===== src/rtl/cstretch_pkg.sv =====
`timescale 1ns / 1ps
// ----------------------------------------------------------------------------
// cstretch_pkg
// Shared widths, register indexes, reset values and types for the contrast
// stretch unit.
// ----------------------------------------------------------------------------
package cstretch_pkg;

    // Pixel and arithmetic widths
    localparam int PIX_W   = 8;
    localparam int NUM_W   = 17;   // 2*(p-min)*255 + range stays below 2**17
    localparam int DEN_W   = 9;    // 2*range
    localparam int QUOT_W  = 8;    // quotient never exceeds 255
    localparam int DSH_W   = DEN_W + QUOT_W - 1;
    localparam int CNT_W   = $clog2(QUOT_W);

    // Configuration port
    localparam int CFG_IDX_W  = 2;
    localparam int CFG_DATA_W = 8;

    localparam logic [CFG_IDX_W-1:0] REG_SLICE_MODE  = 2'd0;
    localparam logic [CFG_IDX_W-1:0] REG_WINDOW_LOW  = 2'd1;
    localparam logic [CFG_IDX_W-1:0] REG_WINDOW_HIGH = 2'd2;

    // Reset values
    localparam logic             SLICE_MODE_RST  = 1'b0;
    localparam logic [PIX_W-1:0] WINDOW_LOW_RST  = 8'd50;
    localparam logic [PIX_W-1:0] WINDOW_HIGH_RST = 8'd81;
    localparam logic [PIX_W-1:0] MIN_SEEN_RST    = 8'd255;
    localparam logic [PIX_W-1:0] MAX_SEEN_RST    = 8'd0;

    // Full-scale output value
    localparam logic [PIX_W-1:0] PIX_FULL = 8'd255;

    // Divider status back to the sequencer
    typedef struct packed {
        logic              done;
        logic [QUOT_W-1:0] quot;
    } div_stat_t;

endpackage


===== src/rtl/cstretch_minmax.sv =====
`timescale 1ns / 1ps
// ----------------------------------------------------------------------------
// cstretch_minmax
// Tracks the smallest and largest pixel of the scan pass.
// ----------------------------------------------------------------------------
module cstretch_minmax
(
    input  logic                            clk,
    input  logic                            rst_n,
    input  logic                            upd,
    input  logic                            frame_start,
    input  logic [cstretch_pkg::PIX_W-1:0]  pixel,
    output logic [cstretch_pkg::PIX_W-1:0]  min_seen,
    output logic [cstretch_pkg::PIX_W-1:0]  max_seen
);
    import cstretch_pkg::*;

    logic [PIX_W-1:0] min_seen_reg;
    logic [PIX_W-1:0] min_seen_next;
    logic [PIX_W-1:0] max_seen_reg;
    logic [PIX_W-1:0] max_seen_next;

    // A frame start reloads both bounds; other scan pixels widen them.
    always_comb
    begin
        min_seen_next = min_seen_reg;
        max_seen_next = max_seen_reg;
        if (upd)
        begin
            if (frame_start)
            begin
                min_seen_next = pixel;
                max_seen_next = pixel;
            end
            else
            begin
                if (pixel < min_seen_reg)
                begin
                    min_seen_next = pixel;
                end
                if (pixel > max_seen_reg)
                begin
                    max_seen_next = pixel;
                end
            end
        end
    end

    always_ff @(posedge clk or negedge rst_n)
    begin
        if (!rst_n)
        begin
            min_seen_reg <= MIN_SEEN_RST;
            max_seen_reg <= MAX_SEEN_RST;
        end
        else
        begin
            min_seen_reg <= min_seen_next;
            max_seen_reg <= max_seen_next;
        end
    end

    assign min_seen = min_seen_reg;
    assign max_seen = max_seen_reg;

    // After any scan update the bounds enclose at least one pixel.
    a_bounds_ordered: assert property (@(posedge clk) disable iff (!rst_n)
        upd |=> (min_seen_reg <= max_seen_reg))
        else $error("min_seen above max_seen after a scan update");

endmodule


===== src/rtl/cstretch_div.sv =====
`timescale 1ns / 1ps
// ----------------------------------------------------------------------------
// cstretch_div
// Restoring divider: one trial subtraction per cycle, one quotient bit per
// cycle, most significant bit first.
// ----------------------------------------------------------------------------
module cstretch_div
(
    input  logic                             clk,
    input  logic                             rst_n,
    input  logic                             start,
    input  logic [cstretch_pkg::NUM_W-1:0]   num,
    input  logic [cstretch_pkg::DEN_W-1:0]   den,
    output cstretch_pkg::div_stat_t          stat
);
    import cstretch_pkg::*;

    logic [NUM_W-1:0]  rem_reg;
    logic [DSH_W-1:0]  dsh_reg;
    logic [QUOT_W-1:0] quot_reg;
    logic [CNT_W-1:0]  cnt_reg;
    logic              busy_reg;
    logic              done_reg;
    logic [NUM_W:0]    trial;

    // Trial subtraction of the shifted divisor from the partial remainder.
    assign trial = {1'b0, rem_reg} - {{(NUM_W + 1 - DSH_W){1'b0}}, dsh_reg};

    // Control: busy while the quotient bits are formed, done pulses for one cycle after.
    always_ff @(posedge clk or negedge rst_n)
    begin
        if (!rst_n)
        begin
            busy_reg <= 1'b0;
            done_reg <= 1'b0;
            cnt_reg  <= '0;
        end
        else
        begin
            done_reg <= busy_reg && (cnt_reg == '0);
            if (start)
            begin
                busy_reg <= 1'b1;
                cnt_reg  <= CNT_W'(QUOT_W - 1);
            end
            else if (busy_reg)
            begin
                cnt_reg <= cnt_reg - 1'b1;
                if (cnt_reg == '0)
                begin
                    busy_reg <= 1'b0;
                end
            end
        end
    end

    // Datapath: remainder, shifting divisor and quotient.
    always_ff @(posedge clk)
    begin
        if (start)
        begin
            rem_reg  <= num;
            dsh_reg  <= {den, {(QUOT_W - 1){1'b0}}};
            quot_reg <= '0;
        end
        else if (busy_reg)
        begin
            if (!trial[NUM_W])
            begin
                rem_reg <= trial[NUM_W-1:0];
            end
            quot_reg <= {quot_reg[QUOT_W-2:0], ~trial[NUM_W]};
            dsh_reg  <= dsh_reg >> 1;
        end
    end

    assign stat.done = done_reg;
    assign stat.quot = quot_reg;

    // A new division never starts while one is still running.
    a_no_restart: assert property (@(posedge clk) disable iff (!rst_n)
        busy_reg |-> !start)
        else $error("divider restarted while busy");

    // Done rises in the cycle after the last step.
    a_done_timing: assert property (@(posedge clk) disable iff (!rst_n)
        (busy_reg && (cnt_reg == '0)) |=> (done_reg && !busy_reg))
        else $error("divider done pulse out of step");

endmodule


===== src/rtl/contrast_stretch_with_slicing_unit.sv =====
`timescale 1ns / 1ps
// ----------------------------------------------------------------------------
// contrast_stretch_with_slicing_unit
// Min-max contrast stretch of 8-bit grey pixels with optional intensity
// slicing, using one shared restoring divider.
// ----------------------------------------------------------------------------
// Each frame is streamed twice. A scan-pass pixel (s_tuser bit 0 low) is taken,
// updates the tracked minimum and maximum and gives no output, so scan pixels
// flow at one per cycle while no map pixel is in progress. A map-pass pixel
// gives one output, round((p - min) * 255 / (max - min)) rounded half up, or
// the tracked minimum when slicing is on and the pixel lies outside the window.
// A map pixel that needs the division holds s_tready low through a setup
// state, a divide state that runs the shared restoring subtractor (one
// quotient bit per step) and collects the quotient, and a done state that
// loads the output register. Pixels that map to a fixed value (outside the
// window, at or beyond the bounds, or an empty range) go from setup to done.
// The output register lets the next pixel be taken while a result still waits.
// ----------------------------------------------------------------------------
module contrast_stretch_with_slicing_unit
(
    input  logic                                 clk,
    input  logic                                 rst_n,
    // Input stream
    input  logic                                 s_tvalid,
    output logic                                 s_tready,
    input  logic [cstretch_pkg::PIX_W-1:0]       s_tdata,   // [7:0] pixel
    input  logic [1:0]                           s_tuser,   // [0] map_pass, [1] frame_start
    // Output stream
    output logic                                 m_tvalid,
    input  logic                                 m_tready,
    output logic [cstretch_pkg::PIX_W-1:0]       m_tdata,   // [7:0] stretched
    // Configuration write port
    input  logic                                 cfg_we,
    input  logic [cstretch_pkg::CFG_IDX_W-1:0]   cfg_index,
    input  logic [cstretch_pkg::CFG_DATA_W-1:0]  cfg_data
);
    import cstretch_pkg::*;

    // Sequencer state codes
    localparam logic [1:0] ST_IDLE = 2'd0;
    localparam logic [1:0] ST_PREP = 2'd1;
    localparam logic [1:0] ST_DIV  = 2'd2;
    localparam logic [1:0] ST_DONE = 2'd3;

    logic [1:0]        state_reg;
    logic [1:0]        state_next;
    logic              slice_mode_reg;
    logic [PIX_W-1:0]  window_low_reg;
    logic [PIX_W-1:0]  window_high_reg;
    logic [PIX_W-1:0]  pix_reg;
    logic [PIX_W-1:0]  res_reg;
    logic [PIX_W-1:0]  res_next;
    logic              out_valid_reg;
    logic [PIX_W-1:0]  out_data_reg;

    logic              in_xfer;
    logic              out_free;
    logic              scan_upd;
    logic [PIX_W-1:0]  min_seen;
    logic [PIX_W-1:0]  max_seen;
    logic              in_window;
    logic [PIX_W-1:0]  diff;
    logic [PIX_W-1:0]  range;
    logic [NUM_W-1:0]  div_num;
    logic [DEN_W-1:0]  div_den;
    logic              div_start;
    div_stat_t         div_stat;

    assign in_xfer  = s_tvalid && s_tready;
    assign out_free = !out_valid_reg || m_tready;
    assign scan_upd = in_xfer && !s_tuser[0];
    assign s_tready = (state_reg == ST_IDLE);

    // Configuration registers
    always_ff @(posedge clk or negedge rst_n)
    begin
        if (!rst_n)
        begin
            slice_mode_reg  <= SLICE_MODE_RST;
            window_low_reg  <= WINDOW_LOW_RST;
            window_high_reg <= WINDOW_HIGH_RST;
        end
        else if (cfg_we)
        begin
            unique case (cfg_index)
                REG_SLICE_MODE:  slice_mode_reg  <= cfg_data[0];
                REG_WINDOW_LOW:  window_low_reg  <= cfg_data[PIX_W-1:0];
                REG_WINDOW_HIGH: window_high_reg <= cfg_data[PIX_W-1:0];
                default:         ;
            endcase
        end
    end

    // Scan-pass bound tracking
    cstretch_minmax u_minmax
    (
        .clk         (clk),
        .rst_n       (rst_n),
        .upd         (scan_upd),
        .frame_start (s_tuser[1]),
        .pixel       (s_tdata),
        .min_seen    (min_seen),
        .max_seen    (max_seen)
    );

    // Divider operands: num = 510*(p-min) + range, den = 2*range.
    assign in_window = (pix_reg >= window_low_reg) && (pix_reg <= window_high_reg);
    assign diff      = pix_reg - min_seen;
    assign range     = max_seen - min_seen;
    assign div_num   = {diff, {(NUM_W - PIX_W){1'b0}}}
                     - {{(NUM_W - PIX_W - 1){1'b0}}, diff, 1'b0}
                     + {{(NUM_W - PIX_W){1'b0}}, range};
    assign div_den   = {range, 1'b0};

    cstretch_div u_div
    (
        .clk   (clk),
        .rst_n (rst_n),
        .start (div_start),
        .num   (div_num),
        .den   (div_den),
        .stat  (div_stat)
    );

    // Sequencer: settle fixed cases in setup, otherwise run the divider.
    always_comb
    begin
        state_next = state_reg;
        res_next   = res_reg;
        div_start  = 1'b0;
        unique case (state_reg)
            ST_IDLE:
            begin
                if (in_xfer && s_tuser[0])
                begin
                    state_next = ST_PREP;
                end
            end
            ST_PREP:
            begin
                state_next = ST_DONE;
                if (slice_mode_reg && !in_window)
                begin
                    res_next = min_seen;
                end
                else if ((max_seen <= min_seen) || (pix_reg <= min_seen))
                begin
                    res_next = '0;
                end
                else if (pix_reg >= max_seen)
                begin
                    res_next = PIX_FULL;
                end
                else
                begin
                    div_start  = 1'b1;
                    state_next = ST_DIV;
                end
            end
            ST_DIV:
            begin
                if (div_stat.done)
                begin
                    res_next   = div_stat.quot;
                    state_next = ST_DONE;
                end
            end
            ST_DONE:
            begin
                if (out_free)
                begin
                    state_next = ST_IDLE;
                end
            end
            default:
            begin
                state_next = ST_IDLE;
            end
        endcase
    end

    always_ff @(posedge clk or negedge rst_n)
    begin
        if (!rst_n)
        begin
            state_reg <= ST_IDLE;
        end
        else
        begin
            state_reg <= state_next;
        end
    end

    // Pixel and result holding registers
    always_ff @(posedge clk)
    begin
        if (in_xfer)
        begin
            pix_reg <= s_tdata;
        end
        res_reg <= res_next;
    end

    // Output register
    always_ff @(posedge clk or negedge rst_n)
    begin
        if (!rst_n)
        begin
            out_valid_reg <= 1'b0;
        end
        else if ((state_reg == ST_DONE) && out_free)
        begin
            out_valid_reg <= 1'b1;
        end
        else if (m_tready)
        begin
            out_valid_reg <= 1'b0;
        end
    end

    always_ff @(posedge clk)
    begin
        if ((state_reg == ST_DONE) && out_free)
        begin
            out_data_reg <= res_reg;
        end
    end

    assign m_tvalid = out_valid_reg;
    assign m_tdata  = out_data_reg;

    // The divider reports completion only while the sequencer waits for it.
    a_done_in_div: assert property (@(posedge clk) disable iff (!rst_n)
        div_stat.done |-> (state_reg == ST_DIV))
        else $error("divider done outside the divide state");

    // A map-pass transfer always enters setup next.
    a_map_to_prep: assert property (@(posedge clk) disable iff (!rst_n)
        (in_xfer && s_tuser[0]) |=> (state_reg == ST_PREP))
        else $error("map pixel did not enter setup");

    // A finished result waits while the output register is still occupied.
    a_done_waits: assert property (@(posedge clk) disable iff (!rst_n)
        ((state_reg == ST_DONE) && out_valid_reg && !m_tready)
            |=> (state_reg == ST_DONE))
        else $error("result left the done state while the output was blocked");

endmodule

===== config.mk =====
export PLATFORM = sky130hd
export DESIGN_NAME = contrast_stretch_with_slicing_unit
export DESIGN_NICKNAME = d
export VERILOG_FILES = /design/src/rtl/cstretch_pkg.sv /design/src/rtl/cstretch_minmax.sv /design/src/rtl/cstretch_div.sv /design/src/rtl/contrast_stretch_with_slicing_unit.sv
export SDC_FILE = /design/constraint.sdc
export NUM_CORES = 1
export LEC_CHECK = 0
export ABC_AREA = 1
export BUFFER_PORTS_ARGS = -buffer_cell sky130_fd_sc_hd__buf_2
export CAP_MARGIN = 10
export CELL_PAD_IN_SITES_DETAIL_PLACEMENT = 2
export CELL_PAD_IN_SITES_GLOBAL_PLACEMENT = 2
export CORE_ASPECT_RATIO = 1.2
export CORE_MARGIN = 2
export CORE_UTILIZATION = 35
export DETAILED_ROUTE_END_ITERATION = 6
export GPL_TIMING_DRIVEN = 0
export PLACE_DENSITY_LB_ADDON = 0.1
export SLEW_MARGIN = 20
export SYNTH_ARGS = -nofsm -noshare
export SYNTH_HDL_FRONTEND = slang
export SYNTH_SLANG_ARGS = --single-unit

===== constraint.sdc =====
create_clock -name clk -period 3.96 [get_ports clk]
set_input_delay 0.396 -clock clk [delete_from_list [all_inputs] [get_ports clk]]
set_output_delay 0.396 -clock clk [all_outputs]
set_load 0.005 [all_outputs]

==> results of run 1 <==
cell families (layout without fill, tap and decap cells):
family / Yosys count / count (layout) / synth area share [%]
AND/OR/NAND/NOR: 370 / 370 / 21.33
buffers and inverters: 186 / 238 / 9.666
AO/OA/AOI/OAI: 170 / 170 / 13.29
flip-flops: 106 / 106 / 38.36
adder cells (fa/ha/maj): 86 / 86 / 14.86
XOR/XNOR: 21 / 21 / 2.488
critical path: cells and delay by family, from the launching register on:
kind | cells | cell delay (ns)
adders and majority gates | 3 | 0.96
AOI/OAI and AO/OA | 3 | 0.67
DFF | 1 | 0.62
and+or+nand+nor | 5 | 0.62
buffers and inverters | 3 | 0.33
xor gates and xnor gates | 1 | 0.30
timing repair:
item	in CTS	in global routing
endpoints found under the hold margin	0	8
cloned	0	0
setup endpoints to repair	4	7
gates resized for setup	2	4
hold buffers	0	1
metrics by stage:
step	instances	util [%]	hold slack, ns	TNS, ns
global placement	1243	37.93	0.4057	-0.1398
CTS	1259	39.53	0.2155	0
global route	1261	39.76	0.2230	-0.007903
floorplan	939	-	0.1004	0
detailed placement	1243	37.93	0.4125	-0.1103
finish	1261	39.76	0.2351	0
how the worst max path moves through the flow:
| stage | end | cells after the start |
|---|---|---|
| 4_1_cts | u_div.rem_reg[8]$_DFFE_PP_ | 15 |
| 6_report | u_div.rem_reg[8]$_DFFE_PP_ | 15 |
| 5_1_grt | u_div.rem_reg[8]$_DFFE_PP_ | 15 |
| 3_3_place_gp | u_div.rem_reg[8]$_DFFE_PP_ | 15 |
| 2_1_floorplan | u_div.rem_reg[8]$_DFFE_PP_ | 15 |
| 3_5_place_dp | u_div.rem_reg[8]$_DFFE_PP_ | 15 |
metal layers:
metal  part of all wire, %  vias to the layer above  track usage [%]
met5                     0                        -                0
met2                    54                       39            40.34
met4                   1.5                        0            5.492
met1                    43                     3105            25.49
li1                      -                     3181                -
met3                   1.5                       22            2.762
cell type report:
cell class              instances  area, µm²
fillers                      2427      12550
multi-input cells             647       3872
flip-flops and latches        106       2835
inverters                     171      644.4
well taps                     270      337.8
clock buffers                   9      225.2
repair buffers                 36      200.2
clock inverters                 7      96.34
plain buffers                  15      70.07
cells in the final DEF, fill, tap and decap left out, types with 4 or more instances in the layout:
cell / count
dfrtp_1: 27
o21bai_1: 4
nand2_1: 244
xnor2_1: 5
ha_1: 83
a21oi_1: 50
nor3_1: 8
nand4_1: 16
nand3_1: 48
inv_1: 167
buf_2: 39
dfxtp_1: 16
xor2_1: 13
o211ai_1: 20
o21ai_0: 58
a31oi_1: 10
clkbuf_16: 9
edfxtp_1: 49
clkbuf_1: 8
o21ai_1: 10
dfstp_2: 14
nor2_1: 40
==> flow_summary_export.csv, run 1 <==
group,metric,value,unit
global_route,grt_pass1_wl,36930,µm
synthesis,ys_warn_count,0,
clocking,root_buffer,"clkbuf_16",
worst_setup_path,reg2reg_setup_slack,0.18,ns
worst_setup_path,worstSetupPathType,"flop to flop",
clocking,clock_path_buffers,2,
placement,io_buffers,34,
global_route,gr-usage-all-layers,21.50,%
cells_and_area,largest_reg_flops,17,
detailed_routing,num_vias,6347,
sta,fin_skew,0.01288,ns
synthesis,ys_ff_latch,106,
worst_setup_path,max_stage_delay,0.62,ns
sta,hold_violations,0,
clocking,cts_setup_buffers,0,
floorplanning,initial_core_util,35.49,%
worst_hold_path,hold_start,"s_tdata[0]",
detailed_routing,drc_errors,0,
worst_setup_path,r2r_cells,15,
sta,max_freq,264.2,MHz
cells_and_area,final_nets,1097,
worst_setup_path,worstReg2RegEnd,"u_div.rem_reg[8]$_DFFE_PP_",
synthesis,synth_edf_count,49,
detailed_routing,ant_nets,0,
sta,rsz0062_at_grt,"yes",
clocking,clkSinkCount,106,
worst_setup_path,path_max_fanout,6,
worst_hold_path,hold_class,"input port to flop",
detailed_routing,drtIter0Drc,192,
cells_and_area,layout-drive-gt1-share,9.788,%
clocking,h-tree-depth,3,
worst_hold_path,hold-path-cell-count,1,
sta,setup_slack,0.1756,ns
cells_and_area,fin_area,0.008282,mm²
global_route,grt_pass1_vias,6955,
worst_setup_path,start_kind,"flop",
floorplanning,row_count,58,
synthesis,synth.area.top_cells,"edfxtp_1, ha_1, nand2_1",
sta,relSlewSlack,43.38,%
floorplanning,fp.coreArea,0.02083,mm²
outcome,outcome,"completed",
worst_hold_path,hold_end,"pix_reg[0]$_DFFE_PP_",
sta,drv_slew,0,
detailed_routing,firstDrtPassIters,4,
sta,finalSetupViolCount,0,
floorplanning,die_w,136.7,µm
sta,tightest_slew,0.8492,ns
clocking,clkLatencyLatePin,0.37,ns
worst_setup_path,reg2reg_from,"u_minmax.min_seen[0]$_DFFE_PN1P_",
sta,min_period,3.784,ns
clocking,clk_pin_slew,0.08,ns
job,drv_cap,0,
synthesis,post-synth-top-count-cell,"nand2_1",
cells_and_area,syn2layout_area_growth,12.05,%
synthesis,avgSynthCellArea,7.871,µm²
detailed_routing,wl_per_cell,17.86,µm
synthesis,ys_top_cells_by_count,"nand2_1, inv_1, ha_1",
clocking,cts_buffers,9,
worst_setup_path,end_kind,"flop",
synthesis,syn_area,0.007391,mm²
placement,hpwl,18610,µm
synthesis,yosys.area.top_type,"edfxtp_1",
floorplanning,io_pins,35,
placement,place_area,0.007899,mm²
detailed_routing,wirelength,22520,µm
floorplanning,die_area,0.02230,mm²
placement,place_ws,-0.08675,ns
clocking,cts_tree,"built",
sta,finalCritPeriodShare,95.57,%
global_route,grt_overflow,0,
synthesis,yosys.area.top_type_share,19.91,%
synthesis,synth_ff_type,"edfxtp_1",
detailed_routing,vias_per_cell,5.033,
worst_setup_path,critical_path_required,4.07,ns
synthesis,netlist_instances,939,
synthesis,ys_seq_area_share,38.36,%
worst_setup_path,arrival,3.90,ns
worst_setup_path,crit_start,"u_minmax.min_seen[0]$_DFFE_PN1P_",
placement,gp_congestion,0.8134,
global_route,antenna_found_initial,0,
synthesis,synth_nets,1050,
global_route,grt_start_max_net_pins,42,
floorplanning,die_h,163.2,µm
synthesis,ys_types,47,
worst_setup_path,crit_slowest_cell,"dfstp_2",
worst_setup_path,crit_chain,"ha_1 > inv_1 > fa_1 > xor2_2 > inv_1 > ha_1 > inv_1 > o31ai_2 > nand3_1 > o21ai_2 > nand2_1 > nand2_1 > nand2_1 > nand3_1 > o21ai_1",
synthesis,synthArstFlopShare,38.68,%
cells_and_area,diodes,0,
Power of run 1 is left out: the tool's default activity adds up to more than one toggle a clock period on the data nets, which glitch-free logic cannot reach.
==> inputs of run 2 (changes only) <==
--- a/config.mk
+++ b/config.mk
@@ -5,7 +5,6 @@
 export SDC_FILE = /design/constraint.sdc
 export NUM_CORES = 1
 export LEC_CHECK = 0
-export ABC_AREA = 1
 export BUFFER_PORTS_ARGS = -buffer_cell sky130_fd_sc_hd__buf_2
 export CAP_MARGIN = 10
 export CELL_PAD_IN_SITES_DETAIL_PLACEMENT = 2
==> run 2 against run 1 <==
Effect of this change:
- synthesized area shrank 2.1%
- clock skew shrank 0.0064 ns
- register-to-register slack gained 0.02 ns
- synthesized cell count shrank 24%
- largest cell class unchanged
==> flow_summary_export.csv, run 2 <==
group,metric,value,unit
floorplanning,die_area,0.02183,mm²
worst_setup_path,start_kind,"flop",
worst_setup_path,reg2reg_setup_slack,0.20,ns
cells_and_area,layout_commonest_cell,"ha_1",
cells_and_area,final_cells,1040,
sta,drv_slew,0,
clocking,clkSinkCount,106,
job,drv_cap,0,
sta,relSlewSlack,31.61,%
detailed_routing,ant_nets,0,
synthesis,ys_types,73,
clocking,root_buffer,"clkbuf_16",
sta,setup_tns,0,ns
sta,tightest_slew,1.026,ns
cells_and_area,syn2layout_area_growth,13.55,%
worst_setup_path,worstSetupPathType,"flop to flop",
placement,gp_congestion,0.8344,
detailed_routing,wl_per_cell,20.24,µm
synthesis,yosys.area.top_type_share,20.35,%
worst_setup_path,crit_path_end,"u_div.rem_reg[15]$_DFFE_PP_",
outcome,outcome,"completed",
global_route,grt_pass1_wl,34010,µm
synthesis,ys_seq_area_share,39.20,%
synthesis,netlist_instances,715,
detailed_routing,drtIter0Drc,253,
cells_and_area,largest_reg_flops,17,
detailed_routing,wirelength,21050,µm
floorplanning,die_w,135.2,µm
worst_setup_path,path_max_fanout,5,
worst_setup_path,reg2reg_from,"u_minmax.min_seen[1]$_DFFE_PN1P_",
synthesis,synth_nets,826,
sta,hold_ws,0.1960,ns
synthesis,synth_edf_count,49,
sta,fin_skew,0.006439,ns
detailed_routing,vias_per_cell,5.375,
synthesis,yosys.area.top_type,"edfxtp_1",
global_route,gr-usage-all-layers,20.15,%
clocking,hold_buffers,0,
worst_setup_path,crit_start,"u_minmax.min_seen[1]$_DFFE_PN1P_",
worst_setup_path,r2r_cells,14,
clocking,cts_tree,"built",
synthesis,synth.area.top_cells,"edfxtp_1, ha_1, dfrtp_1",
synthesis,synthArstFlopShare,38.68,%
detailed_routing,drc_errors,0,
synthesis,ys_warn_count,0,
cells_and_area,final_nets,881,
floorplanning,fp.coreArea,0.02025,mm²
synthesis,ys_ff_latch,106,
worst_setup_path,worstReg2RegEnd,"u_div.rem_reg[15]$_DFFE_PP_",
detailed_routing,firstDrtPassIters,6,
synthesis,post-synth-top-count-cell,"ha_1",
detailed_routing,num_vias,5590,
global_route,grt_overflow,0,
worst_hold_path,hold_class,"input port to async pin",
synthesis,synth_ff_type,"edfxtp_1",
global_route,antenna_found_initial,0,
synthesis,syn_area,0.007232,mm²
placement,io_buffers,34,
floorplanning,row_count,57,
sta,min_period,3.762,ns
sta,finalCritPeriodShare,94.99,%
cells_and_area,final_cell_mix,"ha_1, inv_1, nor2_1, edfxtp_1, o21ai_0",
cells_and_area,layout-drive-gt1-share,20.13,%
worst_setup_path,critical_path_required,4.19,ns
clocking,clock_path_buffers,2,
worst_setup_path,end_kind,"flop",
sta,max_freq,265.8,MHz
clocking,clkLatencyLatePin,0.36,ns
sta,hold_violations,0,
global_route,grt_start_max_net_pins,42,
worst_setup_path,arrival,4.00,ns
clocking,cts_buffers,9,
floorplanning,initial_core_util,35.71,%
floorplanning,io_pins,35,
synthesis,ys_top_cells_by_count,"ha_1, inv_1, nor2_1",
placement,hpwl,17030,µm
placement,dp.cells,1014,
clocking,h-tree-depth,3,
clocking,clk_pin_slew,0.08,ns
floorplanning,die_h,161.5,µm
cells_and_area,diodes,0,
global_route,grt_pass1_vias,6269,
synthesis,avgSynthCellArea,10.11,µm²
sta,finalSetupViolCount,0,
==> run 2: changes by cell type in the layout (fill, tap and decap cells not counted), sizes merged, moves of 10 or more <==
cell | previous run | this run
a21oi | 53 | 38
buf | 42 | 52
o21ai | 71 | 45
xnor2 | 5 | 18
mux2i | 0 | 20
inv | 175 | 74
mux2 | 0 | 39
o211ai | 20 | 5
o21a | 0 | 12
nor2b | 0 | 12
nand3 | 52 | 23
nand2 | 247 | 36
==> run 2: area by class of cell <==
cell class / instances / area (µm²)
multi-input cells: 524 / 4139
plain buffers: 16 / 93.84
fillers: 2205 / 12040
well taps: 265 / 331.6
clock buffers: 9 / 225.2
inverters: 69 / 262.8
clock inverters: 7 / 78.83
repair buffers: 44 / 245.2
flip-flops and latches: 106 / 2835
==> run 2: worst max-delay path, stage by stage (launching register included) <==
cell        delay, ns
dfstp_2          0.58
clkinvlp_4       0.15
ha_1             0.35
nor2b_4          0.14
o31a_1           0.29
o311a_4          0.36
o21a_1           0.18
nor2_1           0.15
xnor2_2          0.17
ha_2             0.37
a21oi_2          0.18
o21ai_2          0.10
buf_4            0.17
or3_1            0.35
nand3_1          0.08
==> run 2: logic make-up (layout without fill, tap and decap cells) <==
group	after synthesis	count (layout)	synth area share, %
DFF	106	106	39.20
muxes	59	59	8.841
buffers and inverters	85	145	4.810
and+or+nand+nor	182	182	12.70
AOI/OAI and AO/OA	159	159	14.53
xor gates and xnor gates	34	34	4.118
adders and majority gates	90	90	15.80
==> run 2: repair_timing <==
action                                  CTS  global route
resized for setup                        11            12
setup buffers                             4             6
pin swaps                                 4             5
endpoints found under the setup margin   30            35
==> run 2: how the worst min path moves through the flow <==
stage,startpoint,end,cells after the start
2_1_floorplan,rst_n,m_tvalid$_DFFE_PN0P_,0
3_3_place_gp,res_reg[7]$_DFFE_PP_,m_tdata[7]$_DFFE_PP_,0
3_5_place_dp,res_reg[7]$_DFFE_PP_,m_tdata[7]$_DFFE_PP_,0
4_1_cts,rst_n,u_div.cnt_reg[1]$_DFFE_PN0P_,1
5_1_grt,rst_n,state_reg[1]$_DFFE_PN0P_,1
6_report,rst_n,state_reg[1]$_DFFE_PN0P_,1
==> run 2: per-stage QoR <==
stage               utilization, %  cell area (µm²)  setup WS (ns)
floorplan                        -             7232         0.4808
global placement             38.18             7734        -0.5728
detailed placement           38.18             7734        -0.5884
CTS                          40.07             8117       0.007786
global route                 40.54             8212     -0.0006528
finish                       40.54             8212         0.1982
==> run 2: layer usage <==
| layer | track usage (%) | part of all wire [%] | vias to the layer above |
|---|---|---|---|
| li1 | - | - | 2701 |
| met1 | 23.17 | 42 | 2827 |
| met2 | 39.50 | 56 | 43 |
| met3 | 2.511 | 1.1 | 19 |
| met4 | 3.977 | 1.2 | 0 |
| met5 | 0 | 0 | - |
Power of run 2 is left out for the same reason.
==> inputs of run 3 (changes only) <==
--- a/config.mk
+++ b/config.mk
@@ -15,6 +15,7 @@
 export DETAILED_ROUTE_END_ITERATION = 6
 export GPL_TIMING_DRIVEN = 0
 export PLACE_DENSITY_LB_ADDON = 0.1
+export REMOVE_ABC_BUFFERS = 1
 export SLEW_MARGIN = 20
 export SYNTH_ARGS = -nofsm -noshare
 export SYNTH_HDL_FRONTEND = slang
==> run 3 against run 2 <==
Effect of this change:
- setup slack lost 0.098 ns
- die area is the same
- cell count shrank 1.1%
- maximum frequency shrank 2.5%
- register-to-register slack lost 0.098 ns
- via count shrank 0.88%
- design area grew 0.53%
- core utilization grew 0.22 points
- critical path type unchanged
- critical endpoint is now u_div.rem_reg[8]$_DFFE_PP_
==> flow_summary_export.csv, run 3 (same netlist as run 2, synthesis figures left out) <==
group,metric,value,unit
outcome,outcome,"completed",
worst_setup_path,critical_path_required,4.06,ns
cells_and_area,seqCellArea,0.002836,mm²
detailed_routing,vias_per_cell,5.385,
worst_hold_path,hold_class,"input port to async pin",
floorplanning,row_count,57,
worst_setup_path,worstSetupPathType,"flop to flop",
sta,tightest_slew,1.009,ns
worst_setup_path,path_max_fanout,6,
detailed_routing,drtIter0Drc,165,
detailed_routing,firstDrtPassIters,4,
cells_and_area,largest_reg_flops,17,
detailed_routing,num_vias,5541,
sta,hold_violations,0,
global_route,antenna_found_initial,0,
sta,min_period,3.859,ns
global_route,grt_start_max_net_pins,42,
clocking,clk_pin_slew,0.08,ns
cells_and_area,multi_input_area,0.004188,mm²
global_route,grt_pass1_wl,32910,µm
floorplanning,initial_core_util,35.71,%
sta,relSlewSlack,32.47,%
placement,place_area,0.007699,mm²
clocking,hold_buffers,0,
cells_and_area,fin_area,0.008255,mm²
floorplanning,fp.coreArea,0.02025,mm²
cells_and_area,final_cell_mix,"ha_1, inv_1, nor2_1",
global_route,gr-usage-all-layers,19.42,%
worst_setup_path,start_kind,"flop",
placement,io_buffers,34,
clocking,h-tree-depth,3,
worst_setup_path,reg2reg_setup_slack,0.10,ns
sta,finalSetupViolCount,0,
floorplanning,io_pins,35,
clocking,clock_path_buffers,2,
clocking,clkLatencyLatePin,0.37,ns
global_route,grt_pass1_vias,6243,
cells_and_area,utilization,40.76,%
placement,gp_congestion,0.8159,
sta,setup_tns,0,ns
clocking,root_buffer,"clkbuf_16",
cells_and_area,final_nets,870,
placement,hpwl,16200,µm
worst_setup_path,end_kind,"flop",
sta,max_freq,259.1,MHz
job,drv_cap,0,
clocking,clkSinkCount,106,
global_route,grt_overflow,0,
cells_and_area,syn2layout_area_growth,14.15,%
detailed_routing,drc_errors,0,
floorplanning,die_w,135.2,µm
clocking,cts_tree,"built",
cells_and_area,nFillCells,2202,
cells_and_area,diodes,0,
clocking,cts_buffers,9,
detailed_routing,wirelength,20700,µm
cells_and_area,layout_commonest_cell,"ha_1",
cells_and_area,layout-drive-gt1-share,20.68,%
sta,drv_slew,0,
floorplanning,die_area,0.02183,mm²
detailed_routing,wl_per_cell,20.11,µm
worst_setup_path,arrival,3.96,ns
sta,hold_ws,0.1804,ns
floorplanning,die_h,161.5,µm
sta,fin_skew,0.01128,ns
sta,finalCritPeriodShare,97.46,%
detailed_routing,ant_nets,0,
run 3: cell count changes in the layout (fill, tap and decap cells not counted), sizes merged:
cell    before  now
clkbuf      17    9
buf         52   49
inv         74   71
clkinv       1    3
bufinv       0    1
run 3: worst paths after layout:
kind                                                       start  cells past startpoint                    endpoint
min in group clk                                      s_tdata[0]                      1        pix_reg[0]$_DFFE_PP_
worst min-delay path                                       rst_n                      1    state_reg[1]$_DFFE_PN0P_
max in group asynchronous                                  rst_n                      1    u_div.busy_reg$_DFF_PN0_
worst max register to register  u_minmax.min_seen[1]$_DFFE_PN1P_                     12  u_div.rem_reg[8]$_DFFE_PP_
worst min register to register              res_reg[4]$_DFFE_PP_                      0        m_tdata[4]$_DFFE_PP_
worst max-delay path            u_minmax.min_seen[1]$_DFFE_PN1P_                     12  u_div.rem_reg[8]$_DFFE_PP_
run 3: critical path, stage by stage (launching register included):
cell	delay, ns
dfstp_2	0.56
clkinvlp_4	0.23
fa_1	0.50
xor2_2	0.22
inv_1	0.14
ha_1	0.34
o21ai_0	0.10
nand2b_1	0.12
maj3_1	0.41
o211ai_2	0.31
a21boi_2	0.12
o41ai_4	0.43
a21oi_1	0.12
run 3: cell type report:
cell class	instances	share of cell area, %
Multi-Input combinational cell	524	50.73
Inverter	69	3.183
Clock inverter	7	1.122
Sequential cell	106	34.36
Timing Repair Buffer	49	3.865
Clock buffer	9	2.728
Tap cell	265	4.016
run 3: repair_timing:
action / 4_1_cts / 5_1_grt
gates cloned: 0 / 0
pin swaps: 1 / 7
endpoints found under the setup margin: 44 / 8
buffers inserted: 2 / 10
resized for setup: 8 / 16
run 3: per-layer routing:
layer	vias up	GRT usage, %	wire length [µm]
met3	21	2.448	299
met2	50	38.65	11750
met4	0	4.924	325
li1	2659	-	-
met5	-	0	0
met1	2811	21.36	8316
run 3: per-stage QoR:
| stage | cells | setup WS, ns |
|---|---|---|
| after floorplan | 699 | 0.01198 |
| after global placement | 998 | -1.720 |
| after detailed placement | 1001 | -0.8160 |
| after CTS | 1019 | 0.02165 |
| after global routing | 1029 | -0.04000 |
| final | 1029 | 0.1007 |
Power of run 3 is left out for the same reason.
